## config.mk

```make
export PLATFORM = sky130hd
export DESIGN_NAME = mfs_step
export DESIGN_NICKNAME = d
export VERILOG_FILES = /design/src/design/mfs_pkg.sv /design/src/design/mfs_step.sv
export SDC_FILE = /design/constraint.sdc
export NUM_CORES = 1
export LEC_CHECK = 0
export ABC_AREA = 1
export BUFFER_PORTS_ARGS = -buffer_cell sky130_fd_sc_hd__buf_2
export CORE_MARGIN = 2
export CORE_UTILIZATION = 40
export DETAILED_ROUTE_END_ITERATION = 12
export PLACE_DENSITY = 0.69
export SLEW_MARGIN = 20
export SYNTH_ARGS = -nofsm -noshare
export SYNTH_HDL_FRONTEND = slang
export SYNTH_SLANG_ARGS = --single-unit
```

## constraint.sdc

```tcl
create_clock -name vclk -period 1.55
set_input_delay 0.31 -clock vclk [all_inputs]
set_output_delay 0.31 -clock vclk [all_outputs]
set_load 0.02 [all_outputs]
```

## src/design/mfs_pkg.sv

```systemverilog
package mfs_pkg;

  localparam int VALUE_COUNT = 256;
  localparam int CAPACITY    = 1024;

  localparam int VAL_W   = 8;
  localparam int VAL_AW  = $clog2(VALUE_COUNT);
  localparam int CNT_W   = $clog2(CAPACITY + 1);
  localparam int NODE_AW = $clog2(CAPACITY);

  localparam logic [CNT_W-1:0] NULL_NODE = CNT_W'(CAPACITY);
  localparam logic [CNT_W-1:0] CAP_CNT   = CNT_W'(CAPACITY);

  localparam logic FN_PUSH = 1'b0;
  localparam logic FN_POP  = 1'b1;

  localparam logic [1:0] ST_OK    = 2'd0;
  localparam logic [1:0] ST_EMPTY = 2'd1;
  localparam logic [1:0] ST_FULL  = 2'd2;

endpackage

```

## src/design/mfs_step.sv

```systemverilog
module mfs_step
  import mfs_pkg::*;
(
  input  logic [CNT_W-1:0] operand,
  input  logic             dec,
  output logic [CNT_W-1:0] result
);

  assign result = dec ? (operand - CNT_W'(1)) : (operand + CNT_W'(1));

endmodule

```

* After elaboration in Yosys (flattened, before gate mapping)
Cells that the tools add are included.
Storage, ports and cells: input port bits 12, register bits 0
Cells by class: $add $sub $neg 2, multiplexer cells 1
Operators with widths (count):
- $add 11x1->11 const B | 1
- $mux 11 | 1
- $sub 11x1->11 const B | 1

* Longest topological paths before layout
Gate-level depths: netlist (run 1).
depth in word-level cells 2, depth in mapped cells 9, mapped depth without buffers 9

* Least setup slack after synthesis (run 1)
OpenSTA, ideal clock, no wires.
kind input to output, start input operand[0], end output result[4], data arrival time 1.506 ns, required time 1.240 ns, cell stages on the path 6, setup slack -0.266 ns, path through inv_1 fa_1 inv_1 nand3_1 nand3_1 xor2_1
On the way: longest elaborated chain between the ends 2, elaborated cells between the ends (all ways) 3, classes of those cells add/sub: 2; mux: 1
Ends and longest elaborated chain:
- from (decl) | RTL line mfs_step.sv:4 | input logic [CNT_W-1:0] operand,
- $add 11x1->11 or $sub 11x1->11 (tied branches) | RTL line mfs_step.sv:9 | assign result = dec ? (operand - CNT_W'(1)) : (operand + CNT_W'(1));
- $mux 11 (*) | RTL line mfs_step.sv:9
- to (decl) | RTL line mfs_step.sv:6 | output logic [CNT_W-1:0] result
Every way passes the cells marked *; elsewhere a longest branch is shown, timed or not.

* Worst setup path after layout (run 1)
start input dec, end output result[10]
On the way: longest elaborated chain between the ends 1
Ends and longest elaborated chain:
- from (decl) | RTL line mfs_step.sv:5 | input logic dec,
- $mux 11 | RTL line mfs_step.sv:9
No other way between the ends.

==> flow_summary.ini, run 1 <==
[worst_setup_path]
worst-endpoint-arrival_ns = 1.56
worstPathBufferInverterCount = 4
critical-path-top-delay-family = buffers and inverters
worst_ep_required_time_ns = 1.24
cpPeakStageDelay_ns = 0.32
worstSetupPathType = input pin to primary output
crit_slowest_cell = sky130_fd_sc_hd__ha_4
worstSetupEndpointType = primary output
worst-path-max-fanout = 6
cp_cell_sequence = buf_12 > buf_8 > ha_4 > buf_12 > nand2_1 > nor2_1 > nand3_1 > nand3_1 > nand2_1 > nand2_2 > buf_6
timing.critical_path.from_type = input pin

[drt]
route.final.wire_length_mm = 2.665
met3_wirelength_um = 113
postRouteAntennaNets = 0
drt_pass1_iterations = 4
drc_errors = 0
dr_total_vias = 879
highest-signal-layer = met4
met1Wirelength_mm = 1.054
drtIter0Drc = 43
routed_wire_length_per_instance_um = 16.35
sum_of_met2_wire_segment_lengths_after_detailed_routing_mm = 1.406
viasPerCell = 5.393

[die]
floorplan.rows = 13
dieWidth_um = 41.31
start_util_pct = 42.79
die_area_mm2 = 0.001707
top_level_ports = 23
die_y_um = 41.31
coreArea_mm2 = 0.001301

[timing]
relSlewSlack_pct = 85.04
period_share_pct = 120.6
setup_viol = 9
setup_repair_after_global_routing_missed_its_margin = true
setup_ws_ns = -0.3198
fin_hold_viols = 0
final_period_minus_worst_setup_slack_ns = 1.870
max_clock_freq_mhz = 534.8
tightest_slew_ns = 0.2244
report.final.slew_viol_count = 0

[global_route]
overall_track_demand_over_capacity_in_global_routing_pct = 27.43
grt_start_max_net_pins = 7
grt_antenna_before_repair = 0
grt_overflow_total = 0
grt_pass1_wl_mm = 3.042
via_count_of_the_first_global_routing_pass = 724

[placed_design]
globalplace.congestion = 0.7318
placed_cell_area_um2 = 859.6
dp.cells = 158
port-buffer-count = 23
dp_hpwl_mm = 1.183

[pwr]
cellLeakagePower_uw = 0.0006322
power.density_mw_per_mm2 = 531.3
vdd_drop_max_mv = 0.3826

[cells_and_area]
sequential_cell_total = 0
seq_area_um2 = 0
final_design_area_no_fill_mm2 = 0.001192
antenna_cells_inserted = 0
num-clock-buffers = 0
area_growth_pct = 114.2
post_layout_cell_count = 163
layout.core_utilization_pct = 91.63
post_route_cells_drive_above_1_share_pct = 58.11
final_nets = 172

[yosys]
synth_cell_type_count = 13
syn-cell-area_um2 = 556.8
synth.yosys.warnings = 0
synth.net_count = 128
syn_area_per_cell_um2 = 5.253
synth.yosys.seq_area_share_pct = 0
synth_cells = 106

[flow_run]
maxcap_violations = 0

[worst_hold_path]
class_of_the_tightest_hold_or_removal_check = input pin to primary output

[status]
outcome = complete, but fails checks
failed_checks = setup timing

[cts]
post_cts_hold_buffer_count = 0
layout make-up:
| class | instances | area, um^2 |
|---|---|---|
| fill | 58 | 108.9 |
| inverter | 20 | 78.83 |
| multi-input combinational | 86 | 724.4 |
| tap | 15 | 18.77 |
| timing repair buffer | 42 | 370.4 |
placed cells by master, fill, tap and decap left out, drive strengths merged:
| cell | count |
|---|---|
| inv | 19 |
| fa | 1 |
| nor2 | 10 |
| xor2 | 4 |
| ha | 9 |
| clkinvlp | 1 |
| xnor2 | 1 |
| nand4 | 2 |
| a21oi | 4 |
| nand2 | 44 |
| nand3 | 11 |
| buf | 42 |
power by group:
part	switching (uW)	total (uW)	internal (uW)
logic	329	634	305
clock network	0	0	0
registers	0	0	0
total	329	634	305
stage by stage:
stage / total power [uW] / TNS [ns] / worst slack (ns) / hold slack (ns)
3_3_place_gp: 403.6 / -2.590 / -0.3612 / 0.9606
2_1_floorplan: 262.6 / -0.1885 / -0.07436 / 0.7159
6_report: 633.5 / -2.291 / -0.3198 / 0.9420
5_1_grt: 669.5 / -2.725 / -0.3745 / 0.9576
3_5_place_dp: 408.2 / -2.729 / -0.3953 / 0.9623
4_1_cts: 536.7 / -1.698 / -0.2292 / 0.9455
cells by family after synthesis:
group | Yosys count | synth area share [%]
AOI/OAI and AO/OA | 4 | 4.944
xor gates and xnor gates | 5 | 7.865
adders and majority gates | 10 | 23.82
buffers and inverters | 20 | 13.48
and+or+nand+nor | 67 | 49.89
Yosys cell counts (all sizes together):
cell   instances  area (um^2)
fa             1        20.02
xnor2          1        8.760
a21oi          4        27.53
xor2           4        35.03
inv           20        75.07
nor2          10        40.04
nand2         44        165.2
nand4          2        12.51
nand3         11        60.06
ha             9        112.6
metal layers:
metal | GRT usage, % | vias to the layer above
met5 | 0 | -
met3 | 2.660 | 10
met2 | 51.56 | 35
met1 | 31.41 | 418
met4 | 10.48 | 0
li1 | - | 416
what timing repair did:
item                       in CTS  in global routing
setup endpoints to repair      10                 10
gates resized for setup        43                 21
buffers inserted                5                  1
pin swaps                      19                 15
worst paths after layout:
| check | from | to | depth (start not counted) |
|---|---|---|---|
| max | dec | result[10] | 11 |
| min | operand[0] | result[0] | 3 |
Note: power is estimated with default switching activity, not from simulation.
==> run 2: changes to the inputs <==
Settings changed: PLACE_DENSITY 0.69 to 0.66, SETUP_SLACK_MARGIN set to 0.4.
Clock period 1.55 ns to 2.4 ns, I/O delays scaled along.
==> run 2 against run 1 <==
Net effect: the flow now finishes without violations; sequential share of layout area unchanged; cell area is 9.7% lower; sequential cell count did not move; global-route usage decreased by 4.1 points; via count shrank 13%; final cell count fell by 6.1%; utilization fell by 8.8 points; count of clock-buffer cells in the layout unchanged; non-clock buffer count fell by 10.
==> flow_summary.ini, run 2 (synthesis gave the netlist of run 1 again) <==
[status]
outcome = completed

[timing]
max_clock_freq_mhz = 459.3
relSlewSlack_pct = 87.90
setup_repair_after_global_routing_missed_its_margin = true
tightest_slew_ns = 0.1809
fin_hold_viols = 0
final_period_minus_worst_setup_slack_ns = 2.177
setup_viol = 0
report.final.slew_viol_count = 0
period_share_pct = 90.72
fin_tns_setup_ns = 0

[drt]
viasPerCell = 5.020
drt_pass1_iterations = 4
dr_total_vias = 768
routed_wire_length_per_instance_um = 12.71
drc_errors = 0
route.final.wire_length_mm = 1.945
postRouteAntennaNets = 0
drtIter0Drc = 17

[global_route]
overall_track_demand_over_capacity_in_global_routing_pct = 23.31
grt_pass1_wl_mm = 2.677
via_count_of_the_first_global_routing_pass = 630
grt_overflow_total = 0
grt_start_max_net_pins = 7
grt_antenna_before_repair = 0

[pwr]
vdd_drop_max_mv = 0.1780
cellLeakagePower_uw = 0.0005525
power.density_mw_per_mm2 = 319.1
finalPower_uw = 343.8

[die]
die_y_um = 41.31
die_area_mm2 = 0.001707
start_util_pct = 42.79
dieWidth_um = 41.31
top_level_ports = 23
floorplan.rows = 13
coreArea_mm2 = 0.001301

[worst_setup_path]
worstSetupPathType = input pin to primary output
worstSetupEndpointType = primary output
cpPeakStageDelay_ns = 0.26
crit_slowest_cell = sky130_fd_sc_hd__ha_4
start_point_of_the_critical_path = dec
cp_cell_sequence = buf_12 > buf_4 > ha_4 > nand3_1 > nand3_2 > buf_4 > xor2_1 > buf_2
worst-endpoint-arrival_ns = 1.70
worst_ep_required_time_ns = 1.92
critical_path.most_common_cell = sky130_fd_sc_hd__buf_4
worst-path-max-fanout = 6
timing.critical_path.from_type = input pin

[cells_and_area]
num-clock-buffers = 0
sequential_cell_total = 0
final_common_cell = sky130_fd_sc_hd__nand2_1
antenna_cells_inserted = 0
layout.core_utilization_pct = 82.79
layout_common_cells = sky130_fd_sc_hd__nand2_1 (32), sky130_fd_sc_hd__inv_1 (16), sky130_fd_sc_hd__nand2_2 (12), sky130_fd_sc_hd__buf_2 (12), sky130_fd_sc_hd__buf_4 (11)
seq_area_um2 = 0
post_route_cells_drive_above_1_share_pct = 51.45
area_growth_pct = 93.48
final_nets = 162

[flow_run]
maxcap_violations = 0

[placed_design]
dp_hpwl_mm = 1.141
port-buffer-count = 23
globalplace.congestion = 0.7247

[cts]
post_cts_hold_buffer_count = 0

[worst_hold_path]
min_delay_worst_endpoint = result[0]
timing.hold.worst_path_depth = 3
class_of_the_tightest_hold_or_removal_check = input pin to primary output
min_from = operand[0]
-- run 2: worst max-delay path by stage --
stage           endpoint  slack (ns)  depth (start not counted)
6_report       result[3]        0.22                          8
5_1_grt        result[3]        0.21                          8
4_1_cts        result[8]        0.29                         11
3_5_place_dp   result[8]        0.04                         11
3_3_place_gp   result[8]        0.07                         11
2_1_floorplan  result[8]        0.42                          9
-- run 2: what timing repair did --
action                                  4_1_cts  5_1_grt
resized for setup                            50       12
setup buffers                                 6        2
endpoints found under the hold margin         0        0
cloned                                        1        0
endpoints found under the setup margin        9        7
pin swaps                                    18       14
-- run 2: cell type report --
type | instances | area [um^2]
multi-input cells | 86 | 701.9
repair buffers | 32 | 272.8
fillers | 77 | 224.0
inverters | 20 | 83.83
well taps | 15 | 18.77
-- run 2: per-layer routing --
| metal | vias up | global-route usage, % | wire length (um) |
|---|---|---|---|
| met2 | 17 | 42.97 | 991 |
| met3 | 2 | 0 | 44 |
| met4 | 0 | 0 | 27 |
| met5 | - | 0 | 0 |
| li1 | 396 | - | - |
| met1 | 353 | 32.27 | 882 |
-- run 2: per-stage QoR --
step,hold WS [ns],setup slack [ns],instances,area [um^2]
4_1_cts,1.290,0.2921,151,1021
3_3_place_gp,1.322,0.06952,144,714.4
3_5_place_dp,1.321,0.04423,144,714.4
5_1_grt,1.303,0.2132,153,1077
6_report,1.277,0.2228,153,1077
2_1_floorplan,1.056,0.4205,106,580.6
-- run 2: worst max-delay path: cells and delay by family --
kind          cells  cell delay, ns
xor+xnor          1            0.19
simple gates      2            0.17
buf+inv           4            0.61
fa+ha+maj         1            0.26
-- run 2: where the power goes --
group | internal [uW] | leakage [uW] | switching, uW | total [uW]
sequential | 0 | 0 | 0 | 0
combinational | 159 | 0.000553 | 185 | 344
clock | 0 | 0 | 0 | 0
==> run 3: changes to the inputs <==
Settings changed: ABC_AREA 1 to not set, CORE_AREA set to 2 2 39 41, CORE_MARGIN 2 to not set, CORE_UTILIZATION 40 to not set, DIE_AREA set to 0 0 41 43, PLACE_DENSITY 0.66 to 0.61.
==> run 3 against run 2 <==
Net effect: synthesized area is 17% lower; via count is 27% lower; worst hold slack better by 0.0043 ns; utilization is 6.0 points lower; global-route usage is 6.1 points lower; die area is 3.3% higher; count of clock-buffer cells in the layout stayed put; synthesized cell count is 47% lower; cell area is 1.4% lower; wire length is 23% lower; setup slack worse by 0.19 ns; critical path depth is 2 higher; critical path type unchanged; largest cell class unchanged; highest routed layer is now met3.
==> flow_summary.ini, run 3 <==
[die]
die_y_um = 43
start_util_pct = 33.36
die_area_mm2 = 0.001763
dieWidth_um = 41
floorplan.rows = 14
coreArea_mm2 = 0.001384
top_level_ports = 23

[placed_design]
dp_hpwl_um = 967
globalplace.congestion = 0.7805
port-buffer-count = 23
dp.cells = 112
placed_cell_area_um2 = 829.5

[cells_and_area]
post_layout_cell_count = 116
antenna_cells_inserted = 0
num-clock-buffers = 0
sequential_cell_total = 0
seq_area_um2 = 0
layout_common_cells = sky130_fd_sc_hd__buf_4 (24), sky130_fd_sc_hd__buf_2 (10), sky130_fd_sc_hd__buf_6 (6), sky130_fd_sc_hd__xnor2_2 (5), sky130_fd_sc_hd__ha_4 (5)
area_growth_pct = 130.1
final_design_area_no_fill_mm2 = 0.001062
final_nets = 124
post_route_cells_drive_above_1_share_pct = 75.00
filler_cell_count = 96
final_common_cell = sky130_fd_sc_hd__buf_4

[global_route]
use_met1_pct = 23.96
grt_antenna_before_repair = 0
grt_overflow_total = 0
via_count_of_the_first_global_routing_pass = 511
grt_busiest_layer = met2
grt_start_max_net_pins = 7
grt_pass1_wl_mm = 2.173
grt_util_met3_pct = 0
grtUsageMet2_pct = 30.31
overall_track_demand_over_capacity_in_global_routing_pct = 17.23

[drt]
routed_wire_length_per_instance_um = 12.89
drtIter0Drc = 1
postRouteAntennaNets = 0
route.final.wire_length_mm = 1.495
viasPerCell = 4.845
dr_total_vias = 562
drc_errors = 0
drt_pass1_iterations = 2

[yosys]
synth.net_count = 78
synth_top_cells_by_count = sky130_fd_sc_hd__ha_1 (9), sky130_fd_sc_hd__xnor2_1 (8), sky130_fd_sc_hd__inv_1 (5)
ys_top_cells_by_area = sky130_fd_sc_hd__ha_1 (24%), sky130_fd_sc_hd__xnor2_1 (15%), sky130_fd_sc_hd__o2111ai_2 (6.5%)
synthDominantAreaCellType = sky130_fd_sc_hd__ha_1
syn-cell-area_um2 = 461.7
synthMostInstantiatedCell = sky130_fd_sc_hd__ha_1
synth_cells = 56
syn_area_per_cell_um2 = 8.245
yosys.area.top_type_share_pct = 24.39
synth.yosys.seq_area_share_pct = 0
synth.yosys.warnings = 0
synth_cell_type_count = 23

[worst_setup_path]
crit_slowest_cell = sky130_fd_sc_hd__fa_2
worst-endpoint-arrival_ns = 1.89
timing.critical_path.from_type = input pin
cp_cell_sequence = buf_12 > clkinv_8 > fa_2 > nor2b_4 > o2111ai_2 > nand3_4 > buf_4 > nor2_4 > xnor2_2 > buf_4
critical_path.most_common_cell = sky130_fd_sc_hd__buf_4
worstSetupPathType = input pin to primary output
worst-path-max-fanout = 5
worstSetupEndpointType = primary output
cpPeakStageDelay_ns = 0.42
worst_ep_required_time_ns = 1.92

[pwr]
power.density_mw_per_mm2 = 354.1
cellLeakagePower_uw = 0.0004861
vdd_drop_max_mv = 0.2407

[worst_hold_path]
class_of_the_tightest_hold_or_removal_check = input pin to primary output
timing.hold.worst_path_depth = 3

[timing]
tightest_slew_ns = 0.3288
period_share_pct = 98.74
fin_hold_viols = 0
final_period_minus_worst_setup_slack_ns = 2.370
report.final.slew_viol_count = 0
setup_viol = 0
setup_repair_after_global_routing_missed_its_margin = true
relSlewSlack_pct = 77.85
max_clock_freq_mhz = 422.0

[status]
outcome = completed

[flow_run]
maxcap_violations = 0

[cts]
post_cts_hold_buffer_count = 0
==> run 3: changes by cell type in the layout (fill, tap and decap cells not counted), moves of 3 or more <==
cell | previous run | this run
sky130_fd_sc_hd__buf_4 | 11 | 24
sky130_fd_sc_hd__ha_1 | 0 | 4
sky130_fd_sc_hd__ha_4 | 9 | 5
sky130_fd_sc_hd__inv_1 | 16 | 2
sky130_fd_sc_hd__nand2_1 | 32 | 4
sky130_fd_sc_hd__nand2_2 | 12 | 0
sky130_fd_sc_hd__nand3_1 | 6 | 3
sky130_fd_sc_hd__nor2_1 | 7 | 0
sky130_fd_sc_hd__xnor2_2 | 0 | 5
==> run 3: power by group <==
| group | total [uW] | leakage (uW) | switching, uW | internal [uW] |
|---|---|---|---|---|
| Combinational | 376 | 0.000486 | 176 | 200 |
| Sequential | 0 | 0 | 0 | 0 |
| Clock | 0 | 0 | 0 | 0 |
| Total | 376 | 0.000486 | 176 | 200 |
==> run 3: worst paths after layout <==
path / from / to / slack, ns
setup / recovery: dec / result[6] / 0.03
hold / removal: operand[0] / result[0] / 1.28
==> run 3: routing by layer <==
metal / vias to the layer above / share of wire [%] / wire length, um
met4: 0 / 0 / 0
met3: 0 / 3.5 / 52
met1: 253 / 42 / 635
met5: - / 0 / 0
li1: 295 / - / -
met2: 14 / 54 / 807
==> run 3: metrics by stage <==
step	setup slack, ns	TNS (ns)	total power [uW]	hold WS, ns	utilization, %
final	0.03023	0	376.1	1.282	76.76
after CTS	-0.01176	-0.01176	342.3	1.293	70.25
after floorplan	0.1925	0	192.4	1.056	-
after global placement	-0.08330	-0.2537	287.5	1.307	59.95
after detailed placement	-0.1213	-0.3319	289.8	1.308	59.95
after global routing	-0.01848	-0.02372	403.0	1.298	76.76
==> run 3: cell type report <==
| cell class | count | area [um^2] | area share (%) |
|---|---|---|---|
| Timing Repair Buffer | 44 | 375.4 | 35.34 |
| Tap cell | 16 | 20.02 | 1.885 |
| Inverter | 5 | 35.03 | 3.298 |
| Multi-Input combinational cell | 51 | 631.9 | 59.48 |
==> run 3: what timing repair did <==
| item | 4_1_cts | 5_1_grt |
|---|---|---|
| cloned | 1 | 0 |
| resized for setup | 26 | 18 |
| pin swaps | 14 | 15 |
| endpoints found under the setup margin | 10 | 9 |
| buffers inserted | 1 | 2 |
==> run 3: cell families (layout without fill, tap and decap cells) <==
family	after synthesis	after routing	share of synthesized area (%)
compound gates	13	13	26.02
xor+xnor	10	10	18.97
fa+ha+maj	10	10	28.73
buf+inv	5	49	4.065
simple gates	18	18	22.22
==> run 3: critical path, delay by kind of cell <==
kind                     cells  cell delay (ns)
AND/OR/NAND/NOR              3             0.30
XOR/XNOR                     1             0.11
AO/OA/AOI/OAI                1             0.13
buffers and inverters        4             0.43
adder cells (fa/ha/maj)      1             0.42
